<file path="src/pdf_pkg.sv">
// ----------------------------------------------------------------------------
// pdf_pkg
// shared types and constants of the padded decimal formatter
// ----------------------------------------------------------------------------
package pdf_pkg;

    localparam int DEF_FIELD_DIGITS = 20;
    localparam int DEF_VALUE_WIDTH  = 64;
    localparam int RESULT_LIMIT     = 20;
    localparam int BCD_DIGITS       = 20;
    localparam int BCD_W            = 4 * BCD_DIGITS;
    localparam int IN_DATA_W        = 64;
    localparam int OUT_DATA_W       = 8;
    localparam int CHAR_W           = 6;
    localparam int WIDTH_W          = 5;
    localparam int QUEUE_DEPTH      = 2;

    localparam logic [WIDTH_W-1:0] PAD_WIDTH_RESET = 5'd10;
    localparam logic [CHAR_W-1:0]  CHAR_ZERO       = 6'd48;

    typedef struct packed {
        logic [BCD_W-1:0] bcd;
        logic             err;
    } pdf_entry_t;

    typedef enum logic [1:0] {
        F_IDLE,
        F_CONV,
        F_PUSH
    } front_state_t;

    typedef enum logic {
        B_IDLE,
        B_RUN
    } back_state_t;

endpackage

</file>
<file path="src/padded_decimal_formatter.sv">
// an accepted value passes the bcd converter, the queue, the entry and output registers
// the converter takes no new value until it has pushed the last one to the queue
// characters leave one a cycle under m_axis_tready, overlapping the next conversion
// reset: asynchronous, active low; clears queue and control, pad_width back to 10
// ----------------------------------------------------------------------------
// padded_decimal_formatter
// binary to zero-padded ascii decimal, most significant character first
// ----------------------------------------------------------------------------
module padded_decimal_formatter
    import pdf_pkg::*;
#(
    parameter int FIELD_DIGITS = DEF_FIELD_DIGITS,
    parameter int VALUE_WIDTH  = DEF_VALUE_WIDTH
)
(
    input  logic                  clk,
    input  logic                  rst_n,
    input  logic                  cfg_we,
    input  logic [WIDTH_W-1:0]    cfg_wdata,      // pad_width
    input  logic                  s_axis_tvalid,
    output logic                  s_axis_tready,
    input  logic [IN_DATA_W-1:0]  s_axis_tdata,   // value
    output logic                  m_axis_tvalid,
    input  logic                  m_axis_tready,
    output logic [OUT_DATA_W-1:0] m_axis_tdata,   // digit_char, zero fill
    output logic                  m_axis_tlast,
    output logic                  m_axis_tuser    // too_wide
);

    localparam int LIMIT = (FIELD_DIGITS < RESULT_LIMIT) ? FIELD_DIGITS : RESULT_LIMIT;

    logic [WIDTH_W-1:0] pad_width_reg;
    logic [WIDTH_W-1:0] eff_width;
    logic               push_valid;
    logic               push_ready;
    pdf_entry_t         push_entry;
    logic               pop_valid;
    logic               pop_ready;
    pdf_entry_t         pop_entry;

    always_ff @(posedge clk or negedge rst_n)
    begin
        if (!rst_n)
        begin
            pad_width_reg <= PAD_WIDTH_RESET;
        end
        else if (cfg_we)
        begin
            pad_width_reg <= cfg_wdata;
        end
    end

    assign eff_width = (pad_width_reg > WIDTH_W'(LIMIT)) ? WIDTH_W'(LIMIT) : pad_width_reg;

    pdf_front #(
        .VALUE_WIDTH (VALUE_WIDTH)
    ) u_front (
        .clk           (clk),
        .rst_n         (rst_n),
        .s_axis_tvalid (s_axis_tvalid),
        .s_axis_tready (s_axis_tready),
        .s_axis_tdata  (s_axis_tdata),
        .width         (eff_width),
        .push_valid    (push_valid),
        .push_ready    (push_ready),
        .push_entry    (push_entry)
    );

    pdf_queue u_queue (
        .clk        (clk),
        .rst_n      (rst_n),
        .push_valid (push_valid),
        .push_ready (push_ready),
        .push_entry (push_entry),
        .pop_valid  (pop_valid),
        .pop_ready  (pop_ready),
        .pop_entry  (pop_entry)
    );

    pdf_back u_back (
        .clk           (clk),
        .rst_n         (rst_n),
        .pop_valid     (pop_valid),
        .pop_ready     (pop_ready),
        .pop_entry     (pop_entry),
        .width         (eff_width),
        .m_axis_tvalid (m_axis_tvalid),
        .m_axis_tready (m_axis_tready),
        .m_axis_tdata  (m_axis_tdata),
        .m_axis_tlast  (m_axis_tlast),
        .m_axis_tuser  (m_axis_tuser)
    );

`ifndef NO_ASSERTIONS
    // error word is always a single, empty word
    assert property (@(posedge clk) disable iff (!rst_n)
        m_axis_tvalid && m_axis_tuser |-> m_axis_tlast && m_axis_tdata == '0)
        else $error("error word not last or not empty");

    // ordinary words carry an ascii digit
    assert property (@(posedge clk) disable iff (!rst_n)
        m_axis_tvalid && !m_axis_tuser |->
            m_axis_tdata >= OUT_DATA_W'(48) && m_axis_tdata <= OUT_DATA_W'(57))
        else $error("character out of digit range");

    // a value is taken only when the converter is free
    assert property (@(posedge clk) disable iff (!rst_n)
        s_axis_tvalid && s_axis_tready |=> !s_axis_tready)
        else $error("converter took a second value while busy");
`endif

endmodule

</file>
<file path="src/pdf_front.sv">
// ----------------------------------------------------------------------------
// pdf_front
// takes a value, converts it to bcd one bit a cycle and flags a too-wide field
// ----------------------------------------------------------------------------
module pdf_front
    import pdf_pkg::*;
#(
    parameter int VALUE_WIDTH = DEF_VALUE_WIDTH
)
(
    input  logic                 clk,
    input  logic                 rst_n,
    input  logic                 s_axis_tvalid,
    output logic                 s_axis_tready,
    input  logic [IN_DATA_W-1:0] s_axis_tdata,
    input  logic [WIDTH_W-1:0]   width,
    output logic                 push_valid,
    input  logic                 push_ready,
    output pdf_entry_t           push_entry
);

    localparam int CNT_W = $clog2(VALUE_WIDTH + 1);

    front_state_t           state_reg, state_next;
    logic [CNT_W-1:0]       cnt_reg, cnt_next;
    logic [VALUE_WIDTH-1:0] shift_reg, shift_next;
    logic [BCD_W-1:0]       bcd_reg, bcd_next;
    logic [BCD_W-1:0]       adj_bcd;
    logic                   err;

    always_comb
    begin
        state_next = state_reg;
        unique case (state_reg)
            F_IDLE:
            begin
                if (s_axis_tvalid)
                begin
                    state_next = F_CONV;
                end
            end
            F_CONV:
            begin
                if (cnt_reg == CNT_W'(1))
                begin
                    state_next = F_PUSH;
                end
            end
            F_PUSH:
            begin
                if (push_ready)
                begin
                    state_next = F_IDLE;
                end
            end
            default:
            begin
                state_next = F_IDLE;
            end
        endcase
    end

    always_comb
    begin
        s_axis_tready = 1'b0;
        push_valid    = 1'b0;
        unique case (state_reg)
            F_IDLE:  s_axis_tready = 1'b1;
            F_PUSH:  push_valid    = 1'b1;
            default: ;
        endcase
    end

    // add three to every digit of five or more, then shift in one bit
    always_comb
    begin
        for (int i = 0; i < BCD_DIGITS; i++)
        begin
            if (bcd_reg[i*4 +: 4] >= 4'd5)
            begin
                adj_bcd[i*4 +: 4] = bcd_reg[i*4 +: 4] + 4'd3;
            end
            else
            begin
                adj_bcd[i*4 +: 4] = bcd_reg[i*4 +: 4];
            end
        end
    end

    always_comb
    begin
        cnt_next   = cnt_reg;
        shift_next = shift_reg;
        bcd_next   = bcd_reg;
        if (state_reg == F_IDLE && s_axis_tvalid)
        begin
            cnt_next   = CNT_W'(VALUE_WIDTH);
            shift_next = s_axis_tdata[VALUE_WIDTH-1:0];
            bcd_next   = '0;
        end
        else if (state_reg == F_CONV)
        begin
            cnt_next   = cnt_reg - CNT_W'(1);
            shift_next = {shift_reg[VALUE_WIDTH-2:0], 1'b0};
            bcd_next   = {adj_bcd[BCD_W-2:0], shift_reg[VALUE_WIDTH-1]};
        end
    end

    // any significant digit at or above the field width, or a zero width, is an error
    always_comb
    begin
        err = (width == '0);
        for (int i = 0; i < BCD_DIGITS; i++)
        begin
            if (bcd_reg[i*4 +: 4] != 4'd0 && WIDTH_W'(i) >= width)
            begin
                err = 1'b1;
            end
        end
    end

    assign push_entry.bcd = bcd_reg;
    assign push_entry.err = err;

    always_ff @(posedge clk or negedge rst_n)
    begin
        if (!rst_n)
        begin
            state_reg <= F_IDLE;
            cnt_reg   <= '0;
        end
        else
        begin
            state_reg <= state_next;
            cnt_reg   <= cnt_next;
        end
    end

    always_ff @(posedge clk)
    begin
        shift_reg <= shift_next;
        bcd_reg   <= bcd_next;
    end

endmodule

</file>
<file path="src/pdf_queue.sv">
// ----------------------------------------------------------------------------
// pdf_queue
// short fifo of converted values between front and back
// ----------------------------------------------------------------------------
module pdf_queue
    import pdf_pkg::*;
(
    input  logic       clk,
    input  logic       rst_n,
    input  logic       push_valid,
    output logic       push_ready,
    input  pdf_entry_t push_entry,
    output logic       pop_valid,
    input  logic       pop_ready,
    output pdf_entry_t pop_entry
);

    localparam int PTR_W = $clog2(QUEUE_DEPTH);
    localparam int CNT_W = $clog2(QUEUE_DEPTH + 1);

    pdf_entry_t       slots_reg [QUEUE_DEPTH];
    logic [PTR_W-1:0] wr_ptr_reg, wr_ptr_next;
    logic [PTR_W-1:0] rd_ptr_reg, rd_ptr_next;
    logic [CNT_W-1:0] count_reg, count_next;
    logic             do_push;
    logic             do_pop;

    assign push_ready = (count_reg != CNT_W'(QUEUE_DEPTH));
    assign pop_valid  = (count_reg != '0);
    assign pop_entry  = slots_reg[rd_ptr_reg];
    assign do_push    = push_valid && push_ready;
    assign do_pop     = pop_valid && pop_ready;

    always_comb
    begin
        wr_ptr_next = wr_ptr_reg;
        rd_ptr_next = rd_ptr_reg;
        count_next  = count_reg;
        if (do_push)
        begin
            wr_ptr_next = (wr_ptr_reg == PTR_W'(QUEUE_DEPTH - 1)) ? '0
                                                                  : wr_ptr_reg + PTR_W'(1);
        end
        if (do_pop)
        begin
            rd_ptr_next = (rd_ptr_reg == PTR_W'(QUEUE_DEPTH - 1)) ? '0
                                                                  : rd_ptr_reg + PTR_W'(1);
        end
        case ({do_push, do_pop})
            2'b10:   count_next = count_reg + CNT_W'(1);
            2'b01:   count_next = count_reg - CNT_W'(1);
            default: count_next = count_reg;
        endcase
    end

    always_ff @(posedge clk or negedge rst_n)
    begin
        if (!rst_n)
        begin
            wr_ptr_reg <= '0;
            rd_ptr_reg <= '0;
            count_reg  <= '0;
        end
        else
        begin
            wr_ptr_reg <= wr_ptr_next;
            rd_ptr_reg <= rd_ptr_next;
            count_reg  <= count_next;
        end
    end

    always_ff @(posedge clk)
    begin
        if (do_push)
        begin
            slots_reg[wr_ptr_reg] <= push_entry;
        end
    end

endmodule

</file>
<file path="src/pdf_back.sv">
// ----------------------------------------------------------------------------
// pdf_back
// emits the padded field one character a word, or the single error word
// ----------------------------------------------------------------------------
module pdf_back
    import pdf_pkg::*;
(
    input  logic                  clk,
    input  logic                  rst_n,
    input  logic                  pop_valid,
    output logic                  pop_ready,
    input  pdf_entry_t            pop_entry,
    input  logic [WIDTH_W-1:0]    width,
    output logic                  m_axis_tvalid,
    input  logic                  m_axis_tready,
    output logic [OUT_DATA_W-1:0] m_axis_tdata,
    output logic                  m_axis_tlast,
    output logic                  m_axis_tuser
);

    back_state_t       state_reg, state_next;
    pdf_entry_t        entry_reg;
    logic [WIDTH_W-1:0] pos_reg, pos_next;
    logic              out_valid_reg, out_valid_next;
    logic [CHAR_W-1:0] out_char_reg, out_char_next;
    logic              out_last_reg, out_last_next;
    logic              out_err_reg, out_err_next;
    logic [3:0]        digit;
    logic              advance;
    logic              finish;

    assign advance = (state_reg == B_RUN) && (!out_valid_reg || m_axis_tready);
    assign finish  = advance && (entry_reg.err || pos_reg == '0);

    always_comb
    begin
        state_next = state_reg;
        unique case (state_reg)
            B_IDLE:
            begin
                if (pop_valid)
                begin
                    state_next = B_RUN;
                end
            end
            B_RUN:
            begin
                if (finish)
                begin
                    state_next = B_IDLE;
                end
            end
            default:
            begin
                state_next = B_IDLE;
            end
        endcase
    end

    always_comb
    begin
        pop_ready = 1'b0;
        unique case (state_reg)
            B_IDLE:  pop_ready = 1'b1;
            default: pop_ready = 1'b0;
        endcase
    end

    always_comb
    begin
        digit = 4'd0;
        for (int i = 0; i < BCD_DIGITS; i++)
        begin
            if (pos_reg == WIDTH_W'(i))
            begin
                digit = entry_reg.bcd[i*4 +: 4];
            end
        end
    end

    always_comb
    begin
        pos_next       = pos_reg;
        out_valid_next = out_valid_reg;
        out_char_next  = out_char_reg;
        out_last_next  = out_last_reg;
        out_err_next   = out_err_reg;
        if (state_reg == B_IDLE && pop_valid)
        begin
            pos_next = width - WIDTH_W'(1);
        end
        if (advance)
        begin
            out_valid_next = 1'b1;
            out_err_next   = entry_reg.err;
            out_last_next  = entry_reg.err || pos_reg == '0;
            out_char_next  = entry_reg.err ? '0 : CHAR_ZERO + CHAR_W'(digit);
            pos_next       = pos_reg - WIDTH_W'(1);
        end
        else if (m_axis_tready)
        begin
            out_valid_next = 1'b0;
        end
    end

    assign m_axis_tvalid = out_valid_reg;
    assign m_axis_tdata  = {{(OUT_DATA_W - CHAR_W){1'b0}}, out_char_reg};
    assign m_axis_tlast  = out_last_reg;
    assign m_axis_tuser  = out_err_reg;

    always_ff @(posedge clk or negedge rst_n)
    begin
        if (!rst_n)
        begin
            state_reg     <= B_IDLE;
            out_valid_reg <= 1'b0;
            pos_reg       <= '0;
        end
        else
        begin
            state_reg     <= state_next;
            out_valid_reg <= out_valid_next;
            pos_reg       <= pos_next;
        end
    end

    always_ff @(posedge clk)
    begin
        if (state_reg == B_IDLE && pop_valid)
        begin
            entry_reg <= pop_entry;
        end
        out_char_reg <= out_char_next;
        out_last_reg <= out_last_next;
        out_err_reg  <= out_err_next;
    end

endmodule

</file>
<file path="config.mk">
export PLATFORM = sky130hd
export DESIGN_NAME = padded_decimal_formatter
export DESIGN_NICKNAME = d
export VERILOG_FILES = /design/src/pdf_pkg.sv /design/src/padded_decimal_formatter.sv /design/src/pdf_front.sv /design/src/pdf_queue.sv /design/src/pdf_back.sv
export SDC_FILE = /design/constraint.sdc
export NUM_CORES = 1
export LEC_CHECK = 0
export ABC_AREA = 1
export ABC_CLOCK_PERIOD_IN_PS = 4600
export BUFFER_PORTS_ARGS = -buffer_cell sky130_fd_sc_hd__buf_2
export CAP_MARGIN = 10
export CORE_UTILIZATION = 40
export DETAILED_ROUTE_END_ITERATION = 8
export GPL_TIMING_DRIVEN = 0
export PLACE_DENSITY = 0.62
export SYNTH_ARGS = -nofsm -noshare
export SYNTH_HDL_FRONTEND = slang
export SYNTH_HIERARCHICAL = 1
export SYNTH_SLANG_ARGS = --single-unit
</file>
<file path="constraint.sdc">
create_clock -name clk -period 4.6 [get_ports clk]
set_input_delay 0.69 -clock clk [delete_from_list [all_inputs] [get_ports clk]]
set_output_delay 0.69 -clock clk [all_outputs]
set_load 0.05 [all_outputs]
</file>
==> flow_summary_export.csv <==
group,metric,value,unit
run_status,status,"finished clean",
grt,grt_max_degree,74,
final_layout,largest_reg_flops,162,
final_layout,final_common_cell,"nand2_1",
final_layout,n_antenna_cell,0,
power,seq_power_share,49.7,%
final_layout,filler_cell_count,4191,
floorplanning,fp-row-count,78,
critical_path,worstSetupPathType,"flip-flop to flip-flop",
timing,fin_crit_sh,68.06,%
routing,firstDrtPassIters,5,
placement,port_buffers,82,
timing,slew_headroom,44.93,%
grt,grt.overflow.total,0,
yosys,ys_warn_count,6,
timing,skew,25.55,ps
power,vdd_drop_max,229.8,uV
critical_path,r2r_cells,18,
grt,grt_pass1_vias,12694,
critical_path,critPathLaunchType,"flip-flop",
yosys,synth_seq_cells,419,
critical_path,r2r_start,"u_back/pos_reg[0]$_DFFE_PN0P_",
clocking,clk_path_buf_depth,3,
clocking,insertion_delay,580,ps
floorplanning,die_w,218.5,um
yosys,synthDistinctLibCells,43,
clocking,clock-root-buffer,"clkbuf_16",
routing,drc,0,
final_layout,multi_input_area,5969,um2
power,switching_share,23.49,%
routing,via_per_inst,4.919,
power,power.switching,1.930,mW
routing,vias,13065,
critical_path,arrival,3450,ps
final_layout,syn_to_final_growth,14.80,%
routing,routedWlPerCell,15.83,um
clocking,clk_pin_slew,60,ps
timing,hold_violations,0,
routing,ant_nets,0,
floorplanning,dieArea,47730,um2
hold_path,hp-class,"input pin to asynchronous set/reset pin",
grt,grt_use_total,18.07,%
floorplanning,ios,86,
yosys,synth_edf_count,314,
yosys,syn_avg_cell_area,9.955,um2
flow_run,maxCapViolCount,0,
timing,drv_slew,0,
final_layout,drive_gt1_share,12.35,%
floorplanning,die_y,218.5,um
yosys,synth_flop_cell,"edfxtp_1",
timing,worst_slew_pin_slew,824.0,ps
timing,clock.fmax,0.3194,GHz
yosys,async_flop_share,5.967,%
placement,hpwl,29350,um
yosys,synth_area,18750,um2
clocking,cts_buffers,44,
clocking,cts_resized,0,
timing,finalSetupViolCount,0,
final_layout,ff_latch_area,11660,um2
final_layout,nets,2163,
power,clkPwrFrac,42.9,%
critical_path,cp.required,4920,ps
power,p_int,6.287,mW
yosys,yosysSeqAreaShare,62.19,%
clocking,cts_tree,"yes",
power,power,8.217,mW
timing,rsz0062_at_grt,"no",
critical_path,r2r-end,"u_back/out_char_reg[0]$_SDFFCE_PP0P_",
critical_path,path_max_fanout,7,
floorplanning,core_area,45770,um2
placement,routabilityCongestion,0.8587,
grt,grt_pass1_wl,66760,um
critical_path,cp-end-kind,"flip-flop",
floorplanning,start_util,40.95,%
routing,routed_wl,42050,um
clocking,cts_setup_buffers,0,
critical_path,reg2reg_slack,1470,ps
clocking,htree_levels,2,
clocking,cts_sinks,419,
routing,drt_iter0_drc,946,
clocking,hold_buffers,0,
yosys,syn_inst,1883,
final_layout,final_cell_mix,"642 x nand2_1, 314 x edfxtp_1, 184 x inv_1",
power,p_per_area,381.8,nW/um2
power,leakagePower,9.146,nW
grt,antenna_found_initial,1,
power,combPwrFrac,7.4,%
timing,fin_tns_setup,0,ps
timing,period_needed,3131,ps
==> metal layers <==
| layer | track usage [%] | vias up | wire length, um |
|---|---|---|---|
| met2 | 29.77 | 351 | 19800 |
| met1 | 23.93 | 6122 | 18670 |
| met3 | 2.978 | 80 | 2361 |
| met4 | 6.503 | 2 | 1206 |
| li1 | - | 6510 | - |
| met5 | 0 | - | 10 |
==> area by class of cell <==
type	instances	area share (%)
inverters	195	3.413
well taps	600	3.488
clock inverters	20	0.9012
multi-input cells	1213	27.74
plain buffers	57	1.866
repair buffers	90	2.651
flip-flops and latches	419	54.17
clock buffers	62	5.767
==> power by group through the flow <==
stage	registers [mW]	clock network, mW	logic, mW
final	4.08	3.53	0.610
after global routing	4.08	3.75	0.690
after CTS	4.08	3.61	0.617
after detailed placement	4.16	0	0.611
after global placement	4.16	0	0.609
after floorplan	4.17	0	0.401
==> cells in the mapped netlist, drive strengths merged, types with 3 or more instances <==
cell type	instances	area share, %
a21oi	71	1.9
buf	53	2.1
clkbuf	4	0.080
dfrtp	23	3.1
dfxtp	80	8.5
edfxtp	314	50
ha	69	4.6
inv	194	3.9
nand2	651	13
nand3	106	3.0
nand4	4	0.13
nor2	69	1.7
o21ai	191	5.1
o221ai	3	0.14
o22ai	4	0.13
or2	11	0.37
xor2	21	0.98
==> logic make-up (layout without fill, tap and decap cells) <==
| group | Yosys count | in the layout | synth area share [%] |
|---|---|---|---|
| AND/OR/NAND/NOR | 845 | 845 | 18.50 |
| flip-flops | 419 | 419 | 62.19 |
| AO/OA/AOI/OAI | 274 | 274 | 7.542 |
| buffers and inverters | 252 | 424 | 6.061 |
| adder cells (fa/ha/maj) | 69 | 69 | 4.606 |
| XOR/XNOR | 23 | 23 | 1.075 |
| other | 1 | 2 | 0.02000 |
==> worst max-delay path by stage <==
stage                     depth (start not counted)                             start                                   end
after floorplan                                   6  u_queue/count_reg[0]$_DFFE_PN0P_         u_back/pos_reg[4]$_DFFE_PN0P_
after global routing                             19     u_back/pos_reg[0]$_DFFE_PN0P_  u_back/out_char_reg[2]$_SDFFCE_PP0P_
final                                            18     u_back/pos_reg[0]$_DFFE_PN0P_  u_back/out_char_reg[0]$_SDFFCE_PP0P_
after global placement                            6  u_queue/count_reg[0]$_DFFE_PN0P_         u_back/pos_reg[4]$_DFFE_PN0P_
after CTS                                        18     u_back/pos_reg[0]$_DFFE_PN0P_  u_back/out_char_reg[0]$_SDFFCE_PP0P_
after detailed placement                         18     u_back/pos_reg[0]$_DFFE_PN0P_  u_back/out_char_reg[0]$_SDFFCE_PP0P_
==> per-stage QoR <==
step	cell area (um2)	std cells	setup slack (ps)	util (%)	hold slack (ps)
6_report	21520	2656	1469	47.02	128.9
5_1_grt	21520	2656	1267	47.02	156.9
4_1_cts	21520	2656	1414	47.02	121.7
3_5_place_dp	20090	2574	1448	43.88	437.0
3_3_place_gp	19920	2566	-135.2	43.51	428.1
2_1_floorplan	18750	1884	1148	-	394.4
==> critical path: stages, from the launching register on <==
cell,delay (ps)
dfrtp_1,430
inv_1,140
ha_1,400
nand2_1,340
nor2_2,240
inv_2,80
or2_1,200
nand3_1,110
nand3_1,90
nand2_1,80
nand3_1,80
nand3_1,100
nand3_1,70
nand2_1,100
nand3_1,90
nand2_1,80
nand4_1,90
nand2_1,100
a21oi_2,50
Note: power is estimated with default switching activity, not from simulation.
